$ cat config.mk
export PLATFORM = sky130hd
export DESIGN_NAME = image_frame_deframer
export DESIGN_NICKNAME = d
export VERILOG_FILES = /design/src/rtl/core/ifd_pkg.sv /design/src/rtl/core/ifd_front.sv /design/src/rtl/core/ifd_queue.sv /design/src/rtl/core/ifd_back.sv /design/src/rtl/core/image_frame_deframer.sv
export VERILOG_INCLUDE_DIRS = /design/src /design/src/rtl/core
export SDC_FILE = /design/constraint.sdc
export NUM_CORES = 1
export LEC_CHECK = 0
export BUFFER_PORTS_ARGS = -buffer_cell sky130_fd_sc_hd__buf_2
export CAP_MARGIN = 20
export CORE_ASPECT_RATIO = 1.75
export CORE_MARGIN = 5
export CORE_UTILIZATION = 25
export CTS_CLUSTER_SIZE = 14
export DETAILED_ROUTE_END_ITERATION = 16
export GPL_ROUTABILITY_DRIVEN = 1
export GPL_TIMING_DRIVEN = 0
export REMOVE_ABC_BUFFERS = 1
export SLEW_MARGIN = 40
export SYNTH_ARGS = -nofsm -noshare
export SYNTH_HDL_FRONTEND = slang
export SYNTH_SLANG_ARGS = --single-unit
$ cat constraint.sdc
create_clock -name clk -period 7.9 [get_ports clk]
set_clock_uncertainty 0.15 [all_clocks]
set_input_delay 0.395 -clock clk [delete_from_list [all_inputs] [get_ports clk]]
set_output_delay 0.395 -clock clk [all_outputs]
set_load 0.02 [all_outputs]
$ cat src/rtl/core/image_frame_deframer_macros.svh
// assertion macros shared by the deframer modules
// expects clk and rst_n (synchronous, active low) in the using scope
`ifndef IMAGE_FRAME_DEFRAMER_MACROS_SVH
`define IMAGE_FRAME_DEFRAMER_MACROS_SVH

// same-cycle implication
`define IFD_ASSERT_IMPL(label, ante, cons) \
  label: assert property (@(posedge clk) disable iff (!rst_n) (ante) |-> (cons)) \
    else $error("ifd assertion failed");

// next-cycle implication
`define IFD_ASSERT_NEXT(label, ante, cons) \
  label: assert property (@(posedge clk) disable iff (!rst_n) (ante) |=> (cons)) \
    else $error("ifd assertion failed");

`endif

$ cat src/rtl/core/ifd_pkg.sv
// shared constants for the image frame deframer
// no dependencies
`timescale 1ns / 1ps

package ifd_pkg;

  // default saturation limit of the line and height counters
  localparam int MAX_LINE_DEF = 4095;

  // depth of the queue between front and back
  localparam int QUEUE_DEPTH = 2;

  // marker bytes: sync prefix 255,0,0 then a tag byte
  localparam logic [7:0] SYNC_HEAD        = 8'd255;
  localparam logic [7:0] SYNC_ZERO        = 8'd0;
  localparam logic [7:0] TAG_FRAME_START  = 8'd175;
  localparam logic [7:0] TAG_LINE_START   = 8'd128;
  localparam logic [7:0] TAG_LINE_END     = 8'd218;
  localparam logic [7:0] TAG_FRAME_END    = 8'd171;

  // window geometry
  localparam int WIN_DEPTH = 4;
  localparam logic [2:0] WIN_FULL = 3'd4;
  localparam logic [1:0] MARKER_TAIL = 2'd3;

  // fixed result field widths
  localparam int PIX_W = 8;
  localparam int DIM_W = 12;
  localparam int LEN_W = 24;

endpackage

$ cat src/rtl/core/ifd_front.sv
// front end: byte window, marker detection, frame/line tracking
// depends on ifd_pkg; pushes pixel and frame-done beats into ifd_queue
`timescale 1ns / 1ps

module ifd_front
  import ifd_pkg::*;
#(
  parameter int MAX_LINE = MAX_LINE_DEF,
  localparam int LW = $clog2(MAX_LINE + 1)
) (
  input  logic              clk,
  input  logic              rst_n,
  input  logic              in_valid,
  input  logic              in_ready,
  input  logic [PIX_W-1:0]  in_data_byte,
  output logic              push,
  output logic              push_done,
  output logic [PIX_W-1:0]  push_pixel,
  output logic [LW-1:0]     push_width,
  output logic [LW-1:0]     push_height
);

  localparam logic [LW-1:0] MAX_V = LW'(MAX_LINE);

  logic [PIX_W-1:0] window_r [WIN_DEPTH];
  logic [PIX_W-1:0] window_nxt [WIN_DEPTH];
  logic [2:0]       fill_r, fill_nxt;
  logic [1:0]       skip_r, skip_nxt;
  logic             in_frame_r, in_frame_nxt;
  logic             in_line_r, in_line_nxt;
  logic [LW-1:0]    line_len_r, line_len_nxt;
  logic [LW-1:0]    last_width_r, last_width_nxt;
  logic [LW-1:0]    line_total_r, line_total_nxt;

  logic             accept;
  logic             judge;
  logic             is_tag;
  logic             is_marker;
  logic [PIX_W-1:0] tag;

  function automatic logic [LW-1:0] sat_inc(input logic [LW-1:0] v);
    return (v >= MAX_V) ? MAX_V : v + LW'(1);
  endfunction

  assign accept = in_valid && in_ready;
  assign judge  = (fill_r >= (WIN_FULL - 3'd1));
  assign tag    = in_data_byte;

  always_comb begin
    unique case (tag) inside
      TAG_FRAME_START, TAG_LINE_START, TAG_LINE_END, TAG_FRAME_END: is_tag = 1'b1;
      default: is_tag = 1'b0;
    endcase
  end

  // window after the shift: window_r[1..3] then the new byte
  assign is_marker = judge && (window_r[1] == SYNC_HEAD) && (window_r[2] == SYNC_ZERO) &&
                     (window_r[3] == SYNC_ZERO) && is_tag;

  always_comb begin
    for (int k = 0; k < WIN_DEPTH; k++) begin
      window_nxt[k] = window_r[k];
    end
    fill_nxt       = fill_r;
    skip_nxt       = skip_r;
    in_frame_nxt   = in_frame_r;
    in_line_nxt    = in_line_r;
    line_len_nxt   = line_len_r;
    last_width_nxt = last_width_r;
    line_total_nxt = line_total_r;
    push           = 1'b0;
    push_done      = 1'b0;
    push_pixel     = '0;
    push_width     = '0;
    push_height    = '0;
    if (accept) begin
      for (int k = 0; k < WIN_DEPTH - 1; k++) begin
        window_nxt[k] = window_r[k+1];
      end
      window_nxt[WIN_DEPTH-1] = in_data_byte;
      if (fill_r != WIN_FULL) begin
        fill_nxt = fill_r + 3'd1;
      end
      if (judge) begin
        if (is_marker) begin
          skip_nxt = MARKER_TAIL;
          if (tag == TAG_FRAME_START) begin
            in_frame_nxt   = 1'b1;
            in_line_nxt    = 1'b0;
            line_len_nxt   = '0;
            last_width_nxt = '0;
            line_total_nxt = '0;
          end else if (!in_frame_r) begin
            // markers outside a frame are dropped
          end else if (tag == TAG_LINE_START) begin
            in_line_nxt  = 1'b1;
            line_len_nxt = '0;
          end else if (tag == TAG_LINE_END) begin
            line_total_nxt = sat_inc(line_total_r);
            last_width_nxt = line_len_r;
            in_line_nxt    = 1'b0;
            line_len_nxt   = '0;
          end else begin
            push         = 1'b1;
            push_done    = 1'b1;
            push_width   = last_width_r;
            push_height  = line_total_r;
            in_frame_nxt = 1'b0;
            in_line_nxt  = 1'b0;
            line_len_nxt = '0;
          end
        end else if (skip_r != 2'd0) begin
          skip_nxt = skip_r - 2'd1;
        end else if (in_frame_r && in_line_r) begin
          line_len_nxt = sat_inc(line_len_r);
          push         = 1'b1;
          push_pixel   = window_r[1];
        end
      end
    end
  end

  always_ff @(posedge clk) begin
    if (!rst_n) begin
      for (int k = 0; k < WIN_DEPTH; k++) begin
        window_r[k] <= '0;
      end
      fill_r       <= '0;
      skip_r       <= '0;
      in_frame_r   <= 1'b0;
      in_line_r    <= 1'b0;
      line_len_r   <= '0;
      last_width_r <= '0;
      line_total_r <= '0;
    end else begin
      for (int k = 0; k < WIN_DEPTH; k++) begin
        window_r[k] <= window_nxt[k];
      end
      fill_r       <= fill_nxt;
      skip_r       <= skip_nxt;
      in_frame_r   <= in_frame_nxt;
      in_line_r    <= in_line_nxt;
      line_len_r   <= line_len_nxt;
      last_width_r <= last_width_nxt;
      line_total_r <= line_total_nxt;
    end
  end

endmodule

$ cat src/rtl/core/ifd_queue.sv
// small fifo between front and back of the deframer
// depends on ifd_pkg and the assertion macro header
`timescale 1ns / 1ps
`include "image_frame_deframer_macros.svh"

module ifd_queue
  import ifd_pkg::*;
#(
  parameter int DATA_W = 1,
  parameter int DEPTH  = QUEUE_DEPTH,
  localparam int PTR_W = (DEPTH > 1) ? $clog2(DEPTH) : 1,
  localparam int CNT_W = $clog2(DEPTH + 1)
) (
  input  logic              clk,
  input  logic              rst_n,
  input  logic              wr_valid,
  output logic              wr_ready,
  input  logic [DATA_W-1:0] wr_data,
  output logic              rd_valid,
  input  logic              rd_ready,
  output logic [DATA_W-1:0] rd_data
);

  logic [DATA_W-1:0] mem_r [DEPTH];
  logic [PTR_W-1:0]  wr_ptr_r, wr_ptr_nxt;
  logic [PTR_W-1:0]  rd_ptr_r, rd_ptr_nxt;
  logic [CNT_W-1:0]  count_r, count_nxt;
  logic              push, pop;

  assign wr_ready = (count_r != CNT_W'(DEPTH));
  assign rd_valid = (count_r != '0);
  assign rd_data  = mem_r[rd_ptr_r];
  assign push     = wr_valid && wr_ready;
  assign pop      = rd_valid && rd_ready;

  // wraps at DEPTH
  function automatic logic [PTR_W-1:0] ptr_inc(input logic [PTR_W-1:0] p);
    return (p == PTR_W'(DEPTH - 1)) ? '0 : p + PTR_W'(1);
  endfunction

  always_comb begin
    wr_ptr_nxt = push ? ptr_inc(wr_ptr_r) : wr_ptr_r;
    rd_ptr_nxt = pop ? ptr_inc(rd_ptr_r) : rd_ptr_r;
    count_nxt  = count_r;
    if (push && !pop) begin
      count_nxt = count_r + CNT_W'(1);
    end else if (pop && !push) begin
      count_nxt = count_r - CNT_W'(1);
    end
  end

  always_ff @(posedge clk) begin
    if (!rst_n) begin
      wr_ptr_r <= '0;
      rd_ptr_r <= '0;
      count_r  <= '0;
    end else begin
      wr_ptr_r <= wr_ptr_nxt;
      rd_ptr_r <= rd_ptr_nxt;
      count_r  <= count_nxt;
    end
  end

  always_ff @(posedge clk) begin
    if (push) begin
      mem_r[wr_ptr_r] <= wr_data;
    end
  end

  `IFD_ASSERT_IMPL(a_count_bound, 1'b1, count_r <= CNT_W'(DEPTH))
  `IFD_ASSERT_NEXT(a_count_up, push && !pop, count_r == $past(count_r) + CNT_W'(1))
  `IFD_ASSERT_NEXT(a_data_kept, push && count_r == '0, rd_data == $past(wr_data))

endmodule

$ cat src/rtl/core/ifd_back.sv
// back end: takes queued beats, forms the frame length, holds the output register
// depends on ifd_pkg and the assertion macro header
`timescale 1ns / 1ps
`include "image_frame_deframer_macros.svh"

module ifd_back
  import ifd_pkg::*;
#(
  parameter int MAX_LINE = MAX_LINE_DEF,
  localparam int LW = $clog2(MAX_LINE + 1)
) (
  input  logic              clk,
  input  logic              rst_n,
  input  logic              q_valid,
  output logic              q_ready,
  input  logic              q_done,
  input  logic [PIX_W-1:0]  q_pixel,
  input  logic [LW-1:0]     q_width,
  input  logic [LW-1:0]     q_height,
  output logic              out_valid,
  input  logic              out_ready,
  output logic              out_is_frame_done,
  output logic [PIX_W-1:0]  out_pixel_value,
  output logic [DIM_W-1:0]  out_frame_width,
  output logic [DIM_W-1:0]  out_frame_height,
  output logic [LEN_W-1:0]  out_frame_length
);

  logic              valid_r, valid_nxt;
  logic              done_r;
  logic [PIX_W-1:0]  pixel_r;
  logic [DIM_W-1:0]  width_r;
  logic [DIM_W-1:0]  height_r;
  logic [LEN_W-1:0]  length_r;
  logic [2*LW-1:0]   prod;
  logic              pop;

  assign pop     = q_valid && (!valid_r || out_ready);
  assign q_ready = !valid_r || out_ready;
  assign prod    = q_width * q_height;

  always_comb begin
    if (pop) begin
      valid_nxt = 1'b1;
    end else if (out_ready) begin
      valid_nxt = 1'b0;
    end else begin
      valid_nxt = valid_r;
    end
  end

  always_ff @(posedge clk) begin
    if (!rst_n) begin
      valid_r <= 1'b0;
    end else begin
      valid_r <= valid_nxt;
    end
  end

  always_ff @(posedge clk) begin
    if (pop) begin
      done_r   <= q_done;
      pixel_r  <= q_pixel;
      width_r  <= DIM_W'(q_width);
      height_r <= DIM_W'(q_height);
      length_r <= LEN_W'(prod);
    end
  end

  assign out_valid         = valid_r;
  assign out_is_frame_done = done_r;
  assign out_pixel_value   = pixel_r;
  assign out_frame_width   = width_r;
  assign out_frame_height  = height_r;
  assign out_frame_length  = length_r;

  `IFD_ASSERT_IMPL(a_no_pop_on_stall, valid_r && !out_ready, !pop)
  `IFD_ASSERT_IMPL(a_done_no_pixel, valid_r && done_r, pixel_r == '0)
  `IFD_ASSERT_IMPL(a_pixel_no_dims, valid_r && !done_r,
                   width_r == '0 && height_r == '0 && length_r == '0)

endmodule

$ cat src/rtl/core/image_frame_deframer.sv
// image frame deframer, top level: front end, beat queue and back end
// a pixel beat is registered in the beat queue, then in the output register
// throughput: one byte per cycle; the front stalls only while the beat queue is full
// pixel bytes appear three bytes late, once the window has moved past them
// reset: synchronous active-low rst_n clears window, counters, queue and output valid
// depends on ifd_pkg, ifd_front, ifd_queue, ifd_back
`timescale 1ns / 1ps

module image_frame_deframer
  import ifd_pkg::*;
#(
  parameter int MAX_LINE = MAX_LINE_DEF
) (
  input  logic              clk,
  input  logic              rst_n,
  // input byte channel
  input  logic              in_valid,
  output logic              in_ready,
  input  logic [PIX_W-1:0]  in_data_byte,
  // result channel
  output logic              out_valid,
  input  logic              out_ready,
  output logic              out_is_frame_done,
  output logic [PIX_W-1:0]  out_pixel_value,
  output logic [DIM_W-1:0]  out_frame_width,
  output logic [DIM_W-1:0]  out_frame_height,
  output logic [LEN_W-1:0]  out_frame_length
);

  // counter width follows the saturation limit
  localparam int LW      = $clog2(MAX_LINE + 1);
  // queue entry: done flag, pixel byte, width, height
  localparam int ENTRY_W = 1 + PIX_W + 2 * LW;

  logic               f_push;
  logic               f_done;
  logic [PIX_W-1:0]   f_pixel;
  logic [LW-1:0]      f_width;
  logic [LW-1:0]      f_height;
  logic [ENTRY_W-1:0] q_wdata;
  logic [ENTRY_W-1:0] q_rdata;
  logic               q_wr_ready;
  logic               q_rd_valid;
  logic               q_rd_ready;

  // front takes a byte only while the queue has room for a beat
  assign in_ready = q_wr_ready;

  ifd_front #(
    .MAX_LINE (MAX_LINE)
  ) u_front (
    .clk          (clk),
    .rst_n        (rst_n),
    .in_valid     (in_valid),
    .in_ready     (in_ready),
    .in_data_byte (in_data_byte),
    .push         (f_push),
    .push_done    (f_done),
    .push_pixel   (f_pixel),
    .push_width   (f_width),
    .push_height  (f_height)
  );

  assign q_wdata = {f_done, f_pixel, f_width, f_height};

  // decouples marker tracking from the output stall
  ifd_queue #(
    .DATA_W (ENTRY_W),
    .DEPTH  (QUEUE_DEPTH)
  ) u_queue (
    .clk      (clk),
    .rst_n    (rst_n),
    .wr_valid (f_push),
    .wr_ready (q_wr_ready),
    .wr_data  (q_wdata),
    .rd_valid (q_rd_valid),
    .rd_ready (q_rd_ready),
    .rd_data  (q_rdata)
  );

  // back end multiplies width by height on its way into the output register
  ifd_back #(
    .MAX_LINE (MAX_LINE)
  ) u_back (
    .clk               (clk),
    .rst_n             (rst_n),
    .q_valid           (q_rd_valid),
    .q_ready           (q_rd_ready),
    .q_done            (q_rdata[ENTRY_W-1]),
    .q_pixel           (q_rdata[ENTRY_W-2 -: PIX_W]),
    .q_width           (q_rdata[2*LW-1 -: LW]),
    .q_height          (q_rdata[LW-1:0]),
    .out_valid         (out_valid),
    .out_ready         (out_ready),
    .out_is_frame_done (out_is_frame_done),
    .out_pixel_value   (out_pixel_value),
    .out_frame_width   (out_frame_width),
    .out_frame_height  (out_frame_height),
    .out_frame_length  (out_frame_length)
  );

endmodule

# Word-level counts from Yosys, hierarchy flattened
# Memories as Yosys holds them, arrays and structs flattened. A register that Yosys moved wholly into a read port is not among the register bits.
# Index checks and enable logic that the tools add are counted.
dict set report word_totals {
  regBits 105
  latch_bits 0
  ram_bits 98
  romBits 0
  inputBits 12
  output_inout_bits 59
  word_cells 150
  memories 2
}
# name words word_bits rd rd_ports_with_merged_regs wr line_no
set mem_list {}
lappend mem_list {u_queue.mem_r 2 33 1 1 1 ifd_queue.sv:24} ;# logic [DATA_W-1:0] mem_r [DEPTH];
lappend mem_list {u_front.window_r 4 8 3 0 4 ifd_front.sv:25} ;# logic [PIX_W-1:0] window_r [WIN_DEPTH];
dict set report classes {
  addsub 8
  mul 1
  div 0
  n_lt_le_gt_ge 3
  eq_ne 11
  shifts 0
  muxes 73
  bitwise_logic 4
  n_reduce_logical 32
}
# cell n
set op_table {}
lappend op_table {{$mux W12} 29}
lappend op_table {{$mux W8} 9}
lappend op_table {{$eq A8 B8 Y1 const B} 5}
lappend op_table {{$mux W32} 1}
lappend op_table {{$mux W1} 30}
lappend op_table {{$add A12 B1 Y12 const B} 2}
lappend op_table {{$ge A12 B12 Y1 const B} 2}
lappend op_table {{$mul A12 B12 Y24} 1}
lappend op_table {{$logic_not A8 Y1} 2}
lappend op_table {{$reduce_bool A2 Y1} 8}
lappend op_table {{$logic_and A1 B1 Y1} 10}
lappend op_table {{$mux W2} 4}
lappend op_table {{$reduce_and A3 Y1} 2}
lappend op_table {{$reduce_and A6 Y1} 1}
lappend op_table {{$reduce_and A5 Y1} 1}
lappend op_table {{$ne A2 B1 Y1 const B} 2}
lappend op_table {{$or A1 B1 Y1} 4}
lappend op_table {{$reduce_and A2 Y1} 2}
lappend op_table {{$reduce_and A4 Y1} 1}
lappend op_table {{$reduce_or A4 Y1} 1}
lappend op_table {{$sub A2 B1 Y2 const B} 2}
lappend op_table {{$add A3 B1 Y3 const B} 1}
lappend op_table {{$ge A3 B2 Y1 const B} 1}
lappend op_table {{$logic_not A1 Y1} 3}
lappend op_table {{7 further kinds} 8}

# Depth between registers and ports, before layout
dict set report depth {
  word_depth 13
  depth_mapped 22
  mapped_depth_nobuf 20
}

# Cells and area by module
# A second synthesis with hierarchy kept.
dict set report hier_totals {
  cells_unflattened 1173
  hier_area_um2 12622.1
}
# module instances cells_each area_per_inst_um2 seq_area_each_um2
set by_module_without_submodules {}
lappend by_module_without_submodules {ifd_back 1 645 6573.8 1731.7}
lappend by_module_without_submodules {ifd_front 1 401 3432.0 1501.4}
lappend by_module_without_submodules {ifd_queue 1 127 2616.3 2082.0}

# Worst setup path before layout
# Ideal clock, no wire load.
dict set report synth_path {
  path_type {reg-to-reg}
  start {register with a tool-made name}
  end {register u_back.length_r[20], in the netlist u_back.out_frame_length[20], data pin}
  arrival_ns 5.800
  t_required_ns 7.490
  setup_slack_ns 1.690
  stages_incl_launch_ff 21
  n_path_buf 2
  cell_sequence {dfxtp_1 -> clkbuf_1 -> clkbuf_1 -> mux2i_1 -> clkinv_1 -> nand2_1 -> fa_1 -> fa_1 -> inv_1 -> fa_1 -> fa_1 -> inv_1 -> fa_1 -> inv_1 -> ha_1 -> nand4_1 -> o21ba_2 -> a32o_1 -> a211oi_1 -> mux2i_1 -> nand2_1}
}
# element line_no
set synth_rtl {}
lappend synth_rtl {{to (signal assigned)} ifd_back.sv:66} ;# length_r <= LEN_W'(prod);
lappend synth_rtl {{to (decl)} ifd_back.sv:34} ;# logic [LEN_W-1:0] length_r;

==> qor.csv <==
stage;metric;value;unit
global_routing;first-pass GRT wire length;47000;um
cells_and_area;share of cells above drive strength 1;0.120;
logic_synthesis;Netlist Area Pre-Place;12400;sq um
routing;drc violations;0;
cells_and_area;Post-Layout Cell Count;1906;
logic_synthesis;prevailing post-synth register cell;edfxtp_1;
cells_and_area;commonest non-fill, non-tap cells in the layout;inv_1 (149), nand2_1 (141), edfxtp_1 (139);
status;outcome;finished, final reports clean;
clock_tree;H-tree levels;4;
global_routing;total global-route track usage;0.109;
logic_synthesis;ys async rst share;0;
die;Initial Util;0.251;
cells_and_area;fin util;0.289;
die;Rows;108;
cells_and_area;Ant. Diodes;0;
clock_tree;Clk pin slew, worst setup/hold paths;0.08;ns
routing;overall routed net length;29000;um
worst_setup_path;Reg2Reg Depth;19;
timing;Max-slew headroom;0.415;
clock_tree;Clock Latency Late Sink;0.46;ns
die;CORE AREA;49300;sq um
logic_synthesis;Seq cells post-synth;196;
routing;vias per cell;4.51;
global_routing;total gr overflow;0;
logic_synthesis;Mapped Cells;1172;
global_routing;vias in the first global route;9195;
die;I/O pin count;71;
pwr;VDD IR max;158;uV
pwr;P_sw;0.000733;W
clock_tree;Post-CTS Setup Inserts;0;
cells_and_area;most common cell after layout, fill and taps aside;inv_1;
place;RD Place Congestion;0.849;
timing;total negative setup slack;0;ns
die;Die X;178;um
routing;WL per Instance;15.2;um
pwr;PD cells;178;nW/um^2
cells_and_area;filler cell count;5056;
min_path;HP Start;in_data_byte[7];
timing;max frequency;0.136;GHz
timing;worst slew pin tran;0.853;ns
pwr;Sw Ratio;0.289;
cells_and_area;sequential cell area;5320;sq um
routing;Vias;8600;
timing;RSZ-0062 raised after global routing;false;
logic_synthesis;Seq/Total Area, Yosys;0.429;
worst_setup_path;CP bufs+invs;5;
min_path;worst hold path depth;3;
place;detailed placement HPWL;23100;um
timing;Tcrit/Tclk final;0.931;
worst_setup_path;CP top delay family;adder cells;
timing;hold slack final;0.0359;ns
worst_setup_path;Critical Path Stages;19;
cells_and_area;nets@finish;1414;
cells_and_area;footprint of the multi-input gates;6400;sq um
min_path;worst hold path type;input pin to flip-flop;
clock_tree;root buffer cell;clkbuf_16;
min_path;Hold Path Sink;u_front.window_r[0][31];
timing;Max Slew Vio Count;0;
timing;final number of setup-violating endpoints;0;
clock_tree;CTS resizes;0;
worst_setup_path;Worst setup EP type;flip-flop;
logic_synthesis;number of synthesized flops with an enable pin;139;
timing;minimum clock period;7.36;ns
pwr;total power;0.00254;W
worst_setup_path;reg-to-reg setup timing slack;0.54;ns
clock_tree;Inserted Clock Buffers;17;
place;IO buf count;70;
global_routing;antenna violations before repair;1;
global_routing;largest net degree at the start of global routing;46;
pwr;Sequential Power Share;0.488;
routing;DRT antenna net count;0;
worst_setup_path;most frequent cell on the critical path;fa_1;
clock_tree;CTS Sinks;196;
logic_synthesis;distinct cell type count after synthesis;66;
pwr;combinational power share;0.152;
pwr;Leak;5.42;nW
worst_setup_path;Startpoint Class;flip-flop;
timing;Final Hold Violating Endpoints;0;
clock_tree;CTS tree;done;
worst_setup_path;crit path DAT;7.43;ns
flow_run;# Max-Cap Violations;0;
worst_setup_path;terminus of the critical flop-to-flop path;u_back.out_frame_length[21];
routing;router iterations before antenna repair;5;
die;die area;54300;sq um
worst_setup_path;CP cell instances;buf_12 > mux2i_1 > inv_1 > nand2_1 > fa_1 > fa_1 > fa_1 > inv_1 > fa_1 > inv_1 > fa_1 > inv_1 > ha_1 > nand3_1 > nor4_1 > o21ai_0 > a21oi_1 > nor4_1 > a311oi_1;
logic_synthesis;Syn. warnings;0;
pwr;clock power share;0.360;
die;Die H;305;um
clock_tree;CTS Buffer Depth;2;
worst_setup_path;CP max stage cell;mux2i_1;
worst_setup_path;Setup CP Type;flip-flop to flip-flop;
clock_tree;post-cts hold buffer count;0;
worst_setup_path;Max Fanout on Critical Path;25;
pwr;internal power;0.00180;W
logic_synthesis;mean post-synth cell area;10.6;sq um
place;placed insts;1874;
routing;DRT iter0 DRCs;343;
worst_setup_path;Worst path max stage delay;0.75;ns
worst_setup_path;CP required;7.98;ns
cells_and_area;P&R area growth vs syn;15.0;%
[per-stage QoR]
step	setup slack, ns	cell area, sq um
2_1_floorplan	1.32	12200
3_3_place_gp	-0.689	13400
3_5_place_dp	0.251	13600
4_1_cts	0.241	14200
5_1_grt	0.0911	14300
6_report	0.544	14300
[logic make-up (layout without fill, tap and decap cells)]
kind of cell,Yosys count,in the layout,share of synthesized area
buffers and inverters,194,268,0.0606
XOR/XNOR,19,19,0.0134
multiplexers,39,39,0.0328
AO/OA/AOI/OAI,147,147,0.0772
AND/OR/NAND/NOR,408,408,0.156
adder cells (fa/ha/maj),169,169,0.231
flip-flops,196,196,0.429
[worst register-to-register path: stages (launching register included)]
cell and delay, ns:
dfxtp_4 0.43, buf_12 0.23, mux2i_1 0.77, inv_1 0.44, nand2_1 0.20, fa_1 0.46
fa_1 0.52, fa_1 0.50, inv_1 0.06, fa_1 0.53, inv_1 0.05, fa_1 0.53
inv_1 0.04, ha_1 0.35, nand3_1 0.13, nor4_1 0.61, o21ai_0 0.30, a21oi_1 0.33
nor4_1 0.09, a311oi_1 0.41
[area by class of cell]
| class | instances | area share |
|---|---|---|
| clock buffers | 17 | 0.0298 |
| clock inverters | 15 | 0.0141 |
| inverters | 159 | 0.0420 |
| multi-input cells | 782 | 0.449 |
| flip-flops and latches | 196 | 0.373 |
| well taps | 660 | 0.0579 |
| repair buffers | 77 | 0.0342 |
[power by group through the flow]
stage                     combinational, W  clock [W]  sequential (W)
final                             0.000385   0.000913         0.00124
after global routing              0.000419   0.000985         0.00125
after CTS                         0.000398   0.000941         0.00124
after detailed placement          0.000397          0         0.00126
after global placement            0.000301          0         0.00132
after floorplan                   0.000177          0         0.00132
[sequential cells by signal, indices dropped and copies added (netlist names), 3 cells and up, named ones only]
| signal | cells |
|---|---|
| u_front.line_len_r | 12 |
| u_back.out_frame_length | 24 |
| u_front.window_r | 24 |
| u_back.out_frame_height | 12 |
| u_front.last_width_r | 12 |
| u_front.line_total_r | 12 |
| u_back.out_pixel_value | 8 |
| u_queue.mem_r | 66 |
| u_front.fill_r | 3 |
| u_back.out_frame_width | 12 |
[layer usage]
metal	share of wire	GRT usage	up-vias
li1	-	-	4104
met1	0.35	0.107	4263
met2	0.58	0.214	173
met3	0.033	0.0179	60
met4	0.034	0.0538	0
met5	0	0	-
[how the worst max path moves through the flow]
stage | end | slack, ns | from
3_3_place_gp | u_back.out_frame_length[21] | -0.69 | flip-flop
3_5_place_dp | u_back.out_frame_length[21] | 0.25 | flip-flop
4_1_cts | u_back.out_frame_length[21] | 0.24 | flip-flop
2_1_floorplan | u_back.out_frame_length[20] | 1.32 | flip-flop
6_report | u_back.out_frame_length[21] | 0.54 | flip-flop
5_1_grt | u_back.out_frame_length[21] | 0.09 | flip-flop
[synthesized netlist by cell type, types with 4 or more instances]
cell      count  share of area
xnor2_1      15          0.011
nand2_1     141          0.043
mux2i_1      26          0.021
o21a_1        4         0.0024
nand4_1       9         0.0045
o21ai_0      20         0.0081
dfxtp_1      57          0.092
a32oi_1      13         0.0092
edfxtp_1    139           0.34
or4_1         4         0.0024
nor2_1      104          0.031
mux2_2       13          0.012
nor4_1        6         0.0030
clkbuf_1     25         0.0076
fa_1        100           0.16
nor3_1       14         0.0057
o211ai_1      4         0.0024
a21o_1        4         0.0024
clkinv_1     10         0.0030
nor2b_1       6         0.0030
ha_1         69          0.070
a211oi_1     11         0.0067
a31oi_1       5         0.0025
and2_1       43          0.022
nand3_1      39          0.016
xor2_1        4         0.0028
a21oi_1      58          0.023
inv_1       149          0.045
and3_1       24          0.012
Note: power is estimated with default switching activity, not from simulation.
